File: config.mk
export PLATFORM = sky130hd
export DESIGN_NAME = mono_note_priority_portamento
export DESIGN_NICKNAME = d
export VERILOG_FILES = /design/src/rtl/mnpp_pkg.sv /design/src/rtl/mnpp_key_cell.sv /design/src/rtl/mnpp_rate_div.sv /design/src/rtl/mono_note_priority_portamento.sv
export SDC_FILE = /design/constraint.sdc
export NUM_CORES = 1
export LEC_CHECK = 0
export BUFFER_PORTS_ARGS = -buffer_cell sky130_fd_sc_hd__clkbuf_2
export CORE_MARGIN = 2
export CORE_UTILIZATION = 45
export CTS_BUF_LIST = sky130_fd_sc_hd__clkbuf_16
export DETAILED_ROUTE_END_ITERATION = 12
export SYNTH_ARGS = -nofsm -noshare
export SYNTH_HDL_FRONTEND = slang
export SYNTH_SLANG_ARGS = --single-unit
File: constraint.sdc
create_clock -name clk -period 8.6 [get_ports clk]
set_input_delay 0.43 -clock clk [delete_from_list [all_inputs] [get_ports clk]]
set_output_delay 0.43 -clock clk [all_outputs]
set_load 0.01 [all_outputs]
File: src/rtl/mnpp_pkg.sv
// shared types and constants for the monophonic note priority block
package mnpp_pkg;

    localparam int KEY_W   = 6;
    localparam int NOTE_W  = 7;
    localparam int VALUE_W = 7;
    localparam int RATE_W  = 16;
    localparam int PROG_W  = 17;
    localparam int VEL_W   = 8;
    localparam int SEL_W   = 4;

    localparam logic [NOTE_W-1:0] CC_GLIDE_TIME     = 7'd5;
    localparam logic [NOTE_W-1:0] CC_ALL_OFF        = 7'd123;
    localparam logic [NOTE_W-1:0] LOWEST_NOTE_RESET = 7'd36;
    localparam logic [RATE_W-1:0] RATE_NUMERATOR    = 16'd51200;

    typedef enum logic [1:0] {
        CMD_NOTE_ON  = 2'd0,
        CMD_NOTE_OFF = 2'd1,
        CMD_CONTROL  = 2'd2,
        CMD_TICK     = 2'd3
    } cmd_code_t;

    typedef enum logic [2:0] {
        CELL_HOLD,
        CELL_MATCH,
        CELL_SPREAD,
        CELL_CLOSE,
        CELL_OPEN
    } cell_op_t;

    typedef enum logic [2:0] {
        ST_IDLE,
        ST_SPREAD,
        ST_UPDATE,
        ST_FINISH,
        ST_DIVIDE
    } state_t;

    typedef struct packed {
        cell_op_t           op;
        logic [KEY_W-1:0]   search_key;
    } cell_ctl_t;

    typedef struct packed {
        logic [1:0]         command;
        logic [NOTE_W-1:0]  number;
        logic [VALUE_W-1:0] value;
    } request_t;

    typedef struct packed {
        logic               drive_update;
        logic               octave_high;
        logic               mux_low_enable;
        logic               mux_high_enable;
        logic [SEL_W-1:0]   note_select;
        logic               velocity_update;
        logic [VEL_W-1:0]   velocity_level;
    } result_t;

endpackage

File: src/rtl/mnpp_key_cell.sv
// one slot of the held-key row, newest key at the left end
module mnpp_key_cell (
    input  logic                         clk,
    input  logic                         rst_n,
    input  mnpp_pkg::cell_ctl_t          ctl,
    input  logic                         occupied,
    input  logic [mnpp_pkg::KEY_W-1:0]   left_key,
    input  logic [mnpp_pkg::KEY_W-1:0]   right_key,
    input  logic                         left_kill,
    output logic [mnpp_pkg::KEY_W-1:0]   key,
    output logic                         kill
);

    logic [mnpp_pkg::KEY_W-1:0] key_reg;
    logic [mnpp_pkg::KEY_W-1:0] key_next;
    logic                       kill_reg;
    logic                       kill_next;
    logic                       match;

    // local compare against the broadcast key
    assign match = occupied && (key_reg == ctl.search_key);

    // next contents of the slot
    always_comb
    begin
        key_next  = key_reg;
        kill_next = kill_reg;
        case (ctl.op)
            mnpp_pkg::CELL_HOLD:
            begin
            end
            mnpp_pkg::CELL_MATCH:  kill_next = match;
            mnpp_pkg::CELL_SPREAD: kill_next = kill_reg | left_kill;
            mnpp_pkg::CELL_CLOSE:
            begin
                if (kill_reg)
                begin
                    key_next = right_key;
                end
            end
            mnpp_pkg::CELL_OPEN:   key_next = left_key;
            default:
            begin
            end
        endcase
    end

    // key payload, no reset
    always_ff @(posedge clk)
    begin
        key_reg <= key_next;
    end

    // removal mark
    always_ff @(posedge clk or negedge rst_n)
    begin
        if (!rst_n)
        begin
            kill_reg <= 1'b0;
        end
        else
        begin
            kill_reg <= kill_next;
        end
    end

    assign key  = key_reg;
    assign kill = kill_reg;

endmodule

File: src/rtl/mnpp_rate_div.sv
// bit-serial restoring divider for the glide rate, numerator fixed
module mnpp_rate_div (
    input  logic                          clk,
    input  logic                          rst_n,
    input  logic                          start,
    input  logic [mnpp_pkg::VALUE_W-1:0]  divisor,
    output logic                          done,
    output logic [mnpp_pkg::RATE_W-1:0]   quotient
);

    localparam int CNT_W = $clog2(mnpp_pkg::RATE_W);

    logic                          active_reg;
    logic                          active_next;
    logic                          done_reg;
    logic                          done_next;
    logic [CNT_W-1:0]              cnt_reg;
    logic [CNT_W-1:0]              cnt_next;
    logic [mnpp_pkg::VALUE_W-1:0]  divisor_reg;
    logic [mnpp_pkg::VALUE_W-1:0]  divisor_next;
    logic [mnpp_pkg::VALUE_W-1:0]  rem_reg;
    logic [mnpp_pkg::VALUE_W-1:0]  rem_next;
    logic [mnpp_pkg::RATE_W-1:0]   quo_reg;
    logic [mnpp_pkg::RATE_W-1:0]   quo_next;
    logic [mnpp_pkg::VALUE_W:0]    rem_shift;
    logic [mnpp_pkg::VALUE_W:0]    rem_diff;
    logic                          fits;

    // one quotient bit per cycle
    assign rem_shift = {rem_reg, quo_reg[mnpp_pkg::RATE_W-1]};
    assign rem_diff  = rem_shift - {1'b0, divisor_reg};
    assign fits      = rem_shift >= {1'b0, divisor_reg};

    always_comb
    begin
        active_next  = active_reg;
        done_next    = 1'b0;
        cnt_next     = cnt_reg;
        divisor_next = divisor_reg;
        rem_next     = rem_reg;
        quo_next     = quo_reg;
        if (start)
        begin
            active_next  = 1'b1;
            cnt_next     = '0;
            divisor_next = divisor;
            rem_next     = '0;
            quo_next     = mnpp_pkg::RATE_NUMERATOR;
        end
        else if (active_reg)
        begin
            rem_next = fits ? rem_diff[mnpp_pkg::VALUE_W-1:0]
                            : rem_shift[mnpp_pkg::VALUE_W-1:0];
            quo_next = {quo_reg[mnpp_pkg::RATE_W-2:0], fits};
            cnt_next = cnt_reg + 1'b1;
            if (cnt_reg == CNT_W'(mnpp_pkg::RATE_W - 1))
            begin
                active_next = 1'b0;
                done_next   = 1'b1;
            end
        end
    end

    // control
    always_ff @(posedge clk or negedge rst_n)
    begin
        if (!rst_n)
        begin
            active_reg <= 1'b0;
            done_reg   <= 1'b0;
            cnt_reg    <= '0;
        end
        else
        begin
            active_reg <= active_next;
            done_reg   <= done_next;
            cnt_reg    <= cnt_next;
        end
    end

    // datapath
    always_ff @(posedge clk)
    begin
        divisor_reg <= divisor_next;
        rem_reg     <= rem_next;
        quo_reg     <= quo_next;
    end

    assign done     = done_reg;
    assign quotient = quo_reg;

endmodule

File: src/rtl/mono_note_priority_portamento.sv
// monophonic last-note-priority key stack with glide, top level
//
// Commands arrive on request and transfer at a clock edge where start is high
// and busy is low. Each command gives exactly one result, shown on result for
// a single cycle with done high; the receiver takes it in that cycle and
// cannot hold it off. lowest_note is written through cfg_we / cfg_data; the
// user must write it only while the block is idle; the block does not enforce this.
// Held keys live in a row of KEY_SLOTS cells, newest at the left end. A note
// on or note off loads a compare in every cell, lets the removal mark ripple
// one cell per cycle along the row, then shifts the row at most once before
// its result is shown. A glide-time control with a nonzero value runs the
// serial divider and answers when the quotient is done.
// Ticks, other controls and ignored notes answer in the next cycle.
// busy is high while an in-range note or nonzero glide-time command is in
// progress; the next command may transfer in the cycle its result is shown.
// After reset the stack is empty, glide rate, glide position, sounding note
// and velocity are zero and lowest_note is 36.
module mono_note_priority_portamento #(
    parameter int KEY_SLOTS    = 48,
    parameter int OCTAVE_SPLIT = 24,
    parameter int MUX_WIDTH    = 16
) (
    input  logic                          clk,
    input  logic                          rst_n,
    input  logic                          start,
    output logic                          busy,
    input  mnpp_pkg::request_t            request,
    output logic                          done,
    output mnpp_pkg::result_t             result,
    input  logic                          cfg_we,
    input  logic [mnpp_pkg::NOTE_W-1:0]   cfg_data
);

    localparam int CNT_W    = $clog2(KEY_SLOTS + 1);
    localparam int SPREAD_W = $clog2(KEY_SLOTS);
    localparam int KW       = mnpp_pkg::KEY_W;

    mnpp_pkg::state_t             state_reg;
    mnpp_pkg::state_t             state_next;
    logic [SPREAD_W-1:0]          spread_cnt_reg;
    logic [SPREAD_W-1:0]          spread_cnt_next;
    logic [CNT_W-1:0]             count_reg;
    logic [CNT_W-1:0]             count_next;
    logic [mnpp_pkg::RATE_W-1:0]  rate_reg;
    logic [mnpp_pkg::RATE_W-1:0]  rate_next;
    logic [mnpp_pkg::PROG_W-1:0]  progress_reg;
    logic [mnpp_pkg::PROG_W-1:0]  progress_next;
    logic [KW-1:0]                sounding_reg;
    logic [KW-1:0]                sounding_next;
    logic [mnpp_pkg::VEL_W-1:0]   velocity_reg;
    logic [mnpp_pkg::VEL_W-1:0]   velocity_next;
    logic [mnpp_pkg::NOTE_W-1:0]  lowest_note_reg;
    logic [mnpp_pkg::NOTE_W-1:0]  lowest_note_next;
    logic                         is_on_reg;
    logic                         is_on_next;
    logic [KW-1:0]                item_key_reg;
    logic [KW-1:0]                item_key_next;
    mnpp_pkg::result_t            pend_reg;
    mnpp_pkg::result_t            pend_next;
    logic                         done_reg;
    logic                         done_next;
    mnpp_pkg::result_t            result_reg;
    mnpp_pkg::result_t            result_next;

    logic                         accept;
    logic [mnpp_pkg::NOTE_W-1:0]  note_diff;
    logic                         in_range;
    logic [KW-1:0]                req_key;
    mnpp_pkg::cell_ctl_t          cell_ctl;
    logic [KW-1:0]                cell_key  [KEY_SLOTS];
    logic                         cell_kill [KEY_SLOTS];
    logic                         found;
    logic                         div_start;
    logic                         div_done;
    logic [mnpp_pkg::RATE_W-1:0]  div_quotient;
    logic [mnpp_pkg::PROG_W:0]    prog_sum;
    logic                         step_bit;
    logic [KW-1:0]                target;
    logic [KW-1:0]                key_gap;
    logic                         emit;
    mnpp_pkg::result_t            res;

    // pitch to octave bit, multiplexer choice and select lines
    function automatic mnpp_pkg::result_t drive_pitch(input logic [KW-1:0] k);
        mnpp_pkg::result_t r;
        logic [KW-1:0]     n;
        logic [KW-1:0]     hi;
        r              = '0;
        r.drive_update = 1'b1;
        n              = k;
        if (n >= KW'(OCTAVE_SPLIT))
        begin
            r.octave_high = 1'b1;
            n             = n - KW'(OCTAVE_SPLIT);
        end
        hi = n - KW'(MUX_WIDTH);
        if (n < KW'(MUX_WIDTH))
        begin
            r.mux_low_enable = 1'b1;
            r.note_select    = n[mnpp_pkg::SEL_W-1:0];
        end
        else
        begin
            r.mux_high_enable = 1'b1;
            r.note_select     = hi[mnpp_pkg::SEL_W-1:0];
        end
        return r;
    endfunction

    // command transfer and key index
    assign accept    = start && !busy;
    assign busy      = (state_reg != mnpp_pkg::ST_IDLE);
    assign note_diff = request.number - lowest_note_reg;
    assign in_range  = (request.number >= lowest_note_reg) &&
                       ({1'b0, note_diff} < (mnpp_pkg::NOTE_W + 1)'(KEY_SLOTS));
    assign req_key   = note_diff[KW-1:0];

    // row of key cells
    generate
        for (genvar i = 0; i < KEY_SLOTS; i++)
        begin : g_cell
            logic [KW-1:0] left_key;
            logic [KW-1:0] right_key;
            logic          left_kill;
            logic          occupied;
            if (i == 0)
            begin : g_first
                assign left_key  = cell_ctl.search_key;
                assign left_kill = 1'b0;
            end
            else
            begin : g_inner
                assign left_key  = cell_key[i-1];
                assign left_kill = cell_kill[i-1];
            end
            if (i == KEY_SLOTS - 1)
            begin : g_last
                assign right_key = cell_key[i];
            end
            else
            begin : g_mid
                assign right_key = cell_key[i+1];
            end
            assign occupied = (count_reg > CNT_W'(i));
            mnpp_key_cell u_cell (
                .clk       (clk),
                .rst_n     (rst_n),
                .ctl       (cell_ctl),
                .occupied  (occupied),
                .left_key  (left_key),
                .right_key (right_key),
                .left_kill (left_kill),
                .key       (cell_key[i]),
                .kill      (cell_kill[i])
            );
        end
    endgenerate

    // after the ripple the last mark tells whether the key is held
    assign found = cell_kill[KEY_SLOTS-1];

    // glide rate divider
    mnpp_rate_div u_div (
        .clk      (clk),
        .rst_n    (rst_n),
        .start    (div_start),
        .divisor  (request.value),
        .done     (div_done),
        .quotient (div_quotient)
    );

    // glide accumulator step
    assign prog_sum = {1'b0, progress_reg} + {2'b0, rate_reg};
    assign step_bit = prog_sum[mnpp_pkg::RATE_W];
    assign target   = cell_key[0];
    assign key_gap  = (target > sounding_reg) ? (target - sounding_reg)
                                              : (sounding_reg - target);

    // next state
    always_comb
    begin
        state_next = state_reg;
        case (state_reg)
            mnpp_pkg::ST_IDLE:
            begin
                if (accept)
                begin
                    if ((request.command == mnpp_pkg::CMD_NOTE_ON ||
                         request.command == mnpp_pkg::CMD_NOTE_OFF) && in_range)
                    begin
                        state_next = mnpp_pkg::ST_SPREAD;
                    end
                    else if (request.command == mnpp_pkg::CMD_CONTROL &&
                             request.number == mnpp_pkg::CC_GLIDE_TIME &&
                             request.value != '0)
                    begin
                        state_next = mnpp_pkg::ST_DIVIDE;
                    end
                end
            end
            mnpp_pkg::ST_SPREAD:
            begin
                if (spread_cnt_reg == SPREAD_W'(KEY_SLOTS - 2))
                begin
                    state_next = mnpp_pkg::ST_UPDATE;
                end
            end
            mnpp_pkg::ST_UPDATE: state_next = mnpp_pkg::ST_FINISH;
            mnpp_pkg::ST_FINISH: state_next = mnpp_pkg::ST_IDLE;
            mnpp_pkg::ST_DIVIDE:
            begin
                if (div_done)
                begin
                    state_next = mnpp_pkg::ST_IDLE;
                end
            end
            default: state_next = mnpp_pkg::ST_IDLE;
        endcase
    end

    // datapath and result
    always_comb
    begin
        spread_cnt_next     = spread_cnt_reg;
        count_next          = count_reg;
        rate_next           = rate_reg;
        progress_next       = progress_reg;
        sounding_next       = sounding_reg;
        velocity_next       = velocity_reg;
        lowest_note_next    = cfg_we ? cfg_data : lowest_note_reg;
        is_on_next          = is_on_reg;
        item_key_next       = item_key_reg;
        pend_next           = pend_reg;
        cell_ctl.op         = mnpp_pkg::CELL_HOLD;
        cell_ctl.search_key = item_key_reg;
        div_start           = 1'b0;
        emit                = 1'b0;
        res                 = '0;
        done_next           = 1'b0;
        result_next         = result_reg;
        case (state_reg)
            mnpp_pkg::ST_IDLE:
            begin
                cell_ctl.search_key = req_key;
                if (accept)
                begin
                    item_key_next   = req_key;
                    is_on_next      = (request.command == mnpp_pkg::CMD_NOTE_ON);
                    spread_cnt_next = '0;
                    case (request.command)
                        mnpp_pkg::CMD_NOTE_ON:
                        begin
                            if (in_range)
                            begin
                                velocity_next = {request.value, 1'b0};
                                cell_ctl.op   = mnpp_pkg::CELL_MATCH;
                                if (rate_reg == '0)
                                begin
                                    sounding_next = req_key;
                                    pend_next     = drive_pitch(req_key);
                                end
                                else
                                begin
                                    pend_next = drive_pitch(sounding_reg);
                                end
                                pend_next.velocity_update = 1'b1;
                            end
                            else
                            begin
                                emit = 1'b1;
                            end
                        end
                        mnpp_pkg::CMD_NOTE_OFF:
                        begin
                            if (in_range)
                            begin
                                cell_ctl.op = mnpp_pkg::CELL_MATCH;
                            end
                            else
                            begin
                                emit = 1'b1;
                            end
                        end
                        mnpp_pkg::CMD_CONTROL:
                        begin
                            if (request.number == mnpp_pkg::CC_GLIDE_TIME)
                            begin
                                if (request.value == '0)
                                begin
                                    rate_next = '0;
                                    emit      = 1'b1;
                                end
                                else
                                begin
                                    div_start = 1'b1;
                                end
                            end
                            else if (request.number == mnpp_pkg::CC_ALL_OFF)
                            begin
                                count_next       = '0;
                                res.drive_update = 1'b1;
                                emit             = 1'b1;
                            end
                            else
                            begin
                                emit = 1'b1;
                            end
                        end
                        mnpp_pkg::CMD_TICK:
                        begin
                            emit = 1'b1;
                            if (count_reg != '0)
                            begin
                                progress_next = prog_sum[mnpp_pkg::PROG_W-1:0];
                                if (step_bit)
                                begin
                                    if (sounding_reg != target)
                                    begin
                                        if ({{(KW-1){1'b0}}, step_bit} > key_gap)
                                        begin
                                            sounding_next = target;
                                        end
                                        else if (target > sounding_reg)
                                        begin
                                            sounding_next = sounding_reg + KW'(step_bit);
                                        end
                                        else
                                        begin
                                            sounding_next = sounding_reg - KW'(step_bit);
                                        end
                                        res = drive_pitch(sounding_next);
                                    end
                                    progress_next = {1'b0, prog_sum[mnpp_pkg::RATE_W-1:0]};
                                end
                            end
                        end
                        default:
                        begin
                            emit = 1'b1;
                        end
                    endcase
                end
            end
            mnpp_pkg::ST_SPREAD:
            begin
                cell_ctl.op     = mnpp_pkg::CELL_SPREAD;
                spread_cnt_next = spread_cnt_reg + 1'b1;
            end
            mnpp_pkg::ST_UPDATE:
            begin
                if (is_on_reg)
                begin
                    if (!found && count_reg < CNT_W'(KEY_SLOTS))
                    begin
                        cell_ctl.op = mnpp_pkg::CELL_OPEN;
                        count_next  = count_reg + 1'b1;
                    end
                end
                else if (found)
                begin
                    cell_ctl.op = mnpp_pkg::CELL_CLOSE;
                    count_next  = count_reg - 1'b1;
                end
            end
            mnpp_pkg::ST_FINISH:
            begin
                emit = 1'b1;
                if (is_on_reg)
                begin
                    res = pend_reg;
                end
                else if (count_reg != '0)
                begin
                    res = drive_pitch(cell_key[0]);
                end
                else
                begin
                    res.drive_update = 1'b1;
                end
            end
            mnpp_pkg::ST_DIVIDE:
            begin
                if (div_done)
                begin
                    rate_next = div_quotient;
                    emit      = 1'b1;
                end
            end
            default:
            begin
            end
        endcase
        // one result transfer per command
        if (emit)
        begin
            done_next                  = 1'b1;
            result_next                = res;
            result_next.velocity_level = velocity_next;
        end
    end

    // control and held state
    always_ff @(posedge clk or negedge rst_n)
    begin
        if (!rst_n)
        begin
            state_reg       <= mnpp_pkg::ST_IDLE;
            spread_cnt_reg  <= '0;
            count_reg       <= '0;
            rate_reg        <= '0;
            progress_reg    <= '0;
            sounding_reg    <= '0;
            velocity_reg    <= '0;
            lowest_note_reg <= mnpp_pkg::LOWEST_NOTE_RESET;
            is_on_reg       <= 1'b0;
            done_reg        <= 1'b0;
        end
        else
        begin
            state_reg       <= state_next;
            spread_cnt_reg  <= spread_cnt_next;
            count_reg       <= count_next;
            rate_reg        <= rate_next;
            progress_reg    <= progress_next;
            sounding_reg    <= sounding_next;
            velocity_reg    <= velocity_next;
            lowest_note_reg <= lowest_note_next;
            is_on_reg       <= is_on_next;
            done_reg        <= done_next;
        end
    end

    // payload registers
    always_ff @(posedge clk)
    begin
        item_key_reg <= item_key_next;
        pend_reg     <= pend_next;
        result_reg   <= result_next;
    end

    assign done   = done_reg;
    assign result = result_reg;

endmodule
==> flow_summary.yaml <==
outcome:
  status: "finished clean"
final_layout:
  fin_nets: 2822
  nFillCells: 5450
  drive_gt1_share_pct: 7.34
  multi_input_area_sq_um: 11800
  fin_cells: 3544
  seqCellArea_sq_um: 13300
  layout_common_cells: "995 x nand2_1, 325 x edfxtp_1, 167 x xnor2_1, 148 x xor2_1, 122 x dfrtp_1"
  largest_register_ffs: 288
  final_util_pct: 49.6
  syn_to_final_growth_pct: 9.56
  antenna_cells: 0
  mostFrequentLayoutCell: "nand2_1"
place:
  pre_cts_ws_ns: 3.65
  hpwl_microns: 44100
  gp_congestion: 0.839
  place_inst: 3444
  io_buffer_count: 45
synthesis:
  syn_area_per_cell_sq_um: 9.43
  synth_edf_count: 325
  ys.flop_type: "edfxtp_1"
  syn_area_sq_um: 26000
  synth_warnings: 0
  synth_nets: 2848
  async_reset_ff_share_pct: 26.3
  synth-seq-area-share_pct: 51.2
  ys_ff_latch: 472
  yosys.area.top_type_share_pct: 37.5
  ys_types: 82
  synth_area_leader_cell: "edfxtp_1"
  synth_cells: 2761
  synthTopCellsByArea: "edfxtp_1 37%, nand2_1 14%, dfrtp_1 12%, xnor2_1 5.6%, xor2_1 5.0%"
sta:
  clock.fmax_mhz: 211
  fin_skew_ns: 0.0261
  finalSetupViolCount: 0
  tightestPinTransition_ns: 1.26
  setup_ws_ns: 3.86
  relSlewSlack_pct: 15.4
  rsz0062_at_grt: "false"
  fin_crit_ns: 4.74
  fin_crit_sh_pct: 55.1
  hold_violations: 0
  fin_tns_setup_ns: 0
  drv_slew: 0
detailed_routing:
  drtIter0Drc: 1497
  wl_microns: 66900
  vias: 19464
  antenna_violating_nets_post_route: 0
  drt_drc_violations_left: 0
  first_pass_iters: 5
  wl_per_cell_microns: 18.9
  via_per_inst: 5.49
global_routing:
  antenna_found_initial: 0
  grt_use_total_pct: 22.3
  grt_max_degree: 182
  grt_first_pass_wirelength_microns: 107000
  globalRouteOverflowTotal: 0
  grt_pass1_vias: 19359
cts:
  cts_setup_buffers: 0
  cts_root_buf: "clkbuf_16"
  clk_pin_slew_ns: 0.06
  cts.path.max_buffers: 3
  insertion_delay_ns: 0.61
  cts_tree: "yes"
  numCtsBuffers: 53
  ctsHoldBuffers: 1
  cts-resized-gates: 0
  htreeDepth: 2
  numClockSinks: 472
critical_path:
  worst_ep_required_time_ns: 9.10
  r2r_start: "lowest_note_reg[0]$_DFFE_PN0P_"
  endpoint_kind: "flip-flop"
  critPathMaxFanout: 52
  worstSetupPathType: "reg2reg"
  setup.worst_path.start: "lowest_note_reg[0]$_DFFE_PN0P_"
  cp.arrival_ns: 5.23
  start_kind: "flip-flop"
worst_hold_path:
  hp-class: "in2reg"
  hp-start: "request[3]"
die:
  die_y_microns: 245
  start_util_pct: 45.3
  rows: 88
  dieArea_sq_um: 59800
  die_width_microns: 245
  ios: 46
  core_sq_um: 57500
flow_run:
  max_cap_viol_count: 0
pwr:
  powerDensity_nw_per_um2: 200
  leakage_nw: 11.9
  irDropWorstVdd_mv: 0.168
cell type report:
class | instances | area share, %
clock buffers | 55 | 4.82
clock inverters | 44 | 0.873
inverters | 91 | 1.22
multi-input cells | 2043 | 41.4
flip-flops and latches | 472 | 46.7
well taps | 765 | 3.35
repair buffers | 74 | 1.63
kinds of logic after synthesis:
family	synth area share (%)
XOR/XNOR	10.6
AO/OA/AOI/OAI	9.60
buffers and inverters	3.87
flip-flops	51.2
adder cells (fa/ha/maj)	3.06
AND/OR/NAND/NOR	19.5
multiplexers	2.26
layer usage:
metal  track usage, %  wire (microns)  vias up
li1                 -               -     9319
met3             3.49            3730      107
met2             36.6           31600      516
met1             30.8           30200     9522
met5                0               0        -
met4             5.67            1380        0
critical path: stages (launching register included):
cell      delay, ns
dfrtp_1        0.35
ha_1           0.17
inv_1          0.06
fa_1           0.41
a21o_1         0.20
a21oi_1        0.20
xnor2_1        0.35
o32ai_1        0.25
o221ai_4       0.22
buf_4          0.64
nand2_1        0.89
buf_4          0.51
a21boi_0       0.16
o22a_1         0.19
Yosys cell counts, drive strengths merged (34+ instances only):
cell type,n
nand2,995
edfxtp,325
xnor2,167
xor2,148
o21ai,125
dfrtp,122
clkbuf,114
inv,90
a21oi,82
nor2,63
nor4,57
ha,54
buf,41
mux2i,34
report_power, final:
group	switching, mW	total [mW]	internal (mW)
sequential	0.0527	2.53	2.47
clock	0.933	2.14	1.21
combinational	0.649	1.02	0.375
path summary, 6_finish.rpt:
kind / depth (start not counted) / slack [ns] / endpoint
min in group asynchronous: 2 / 0.50 / rate_reg[5]$_DFFE_PN0P_
min: 1 / 0.05 / u_div.divisor_reg[3]$_DFFE_PP_
min reg2reg: 2 / 0.48 / progress_reg[11]$_DFFE_PN0P_
max: 13 / 3.86 / g_cell[6].u_cell.kill$_DFFE_PN0P_
max in group asynchronous: 3 / 7.02 / sounding_reg[1]$_DFFE_PN0P_
max reg2reg: 13 / 3.86 / g_cell[6].u_cell.kill$_DFFE_PN0P_
through the flow:
step | power, mW | area [sq um] | hold WS [ns]
2_1_floorplan | 3.31 | 26000 | 0.134
3_3_place_gp | 3.56 | 26900 | 0.466
3_5_place_dp | 3.59 | 26900 | 0.471
4_1_cts | 5.74 | 28500 | 0.0136
5_1_grt | 5.94 | 28500 | 0.0210
6_report | 5.70 | 28500 | 0.0475
Note: power is estimated with default switching activity, not from simulation.
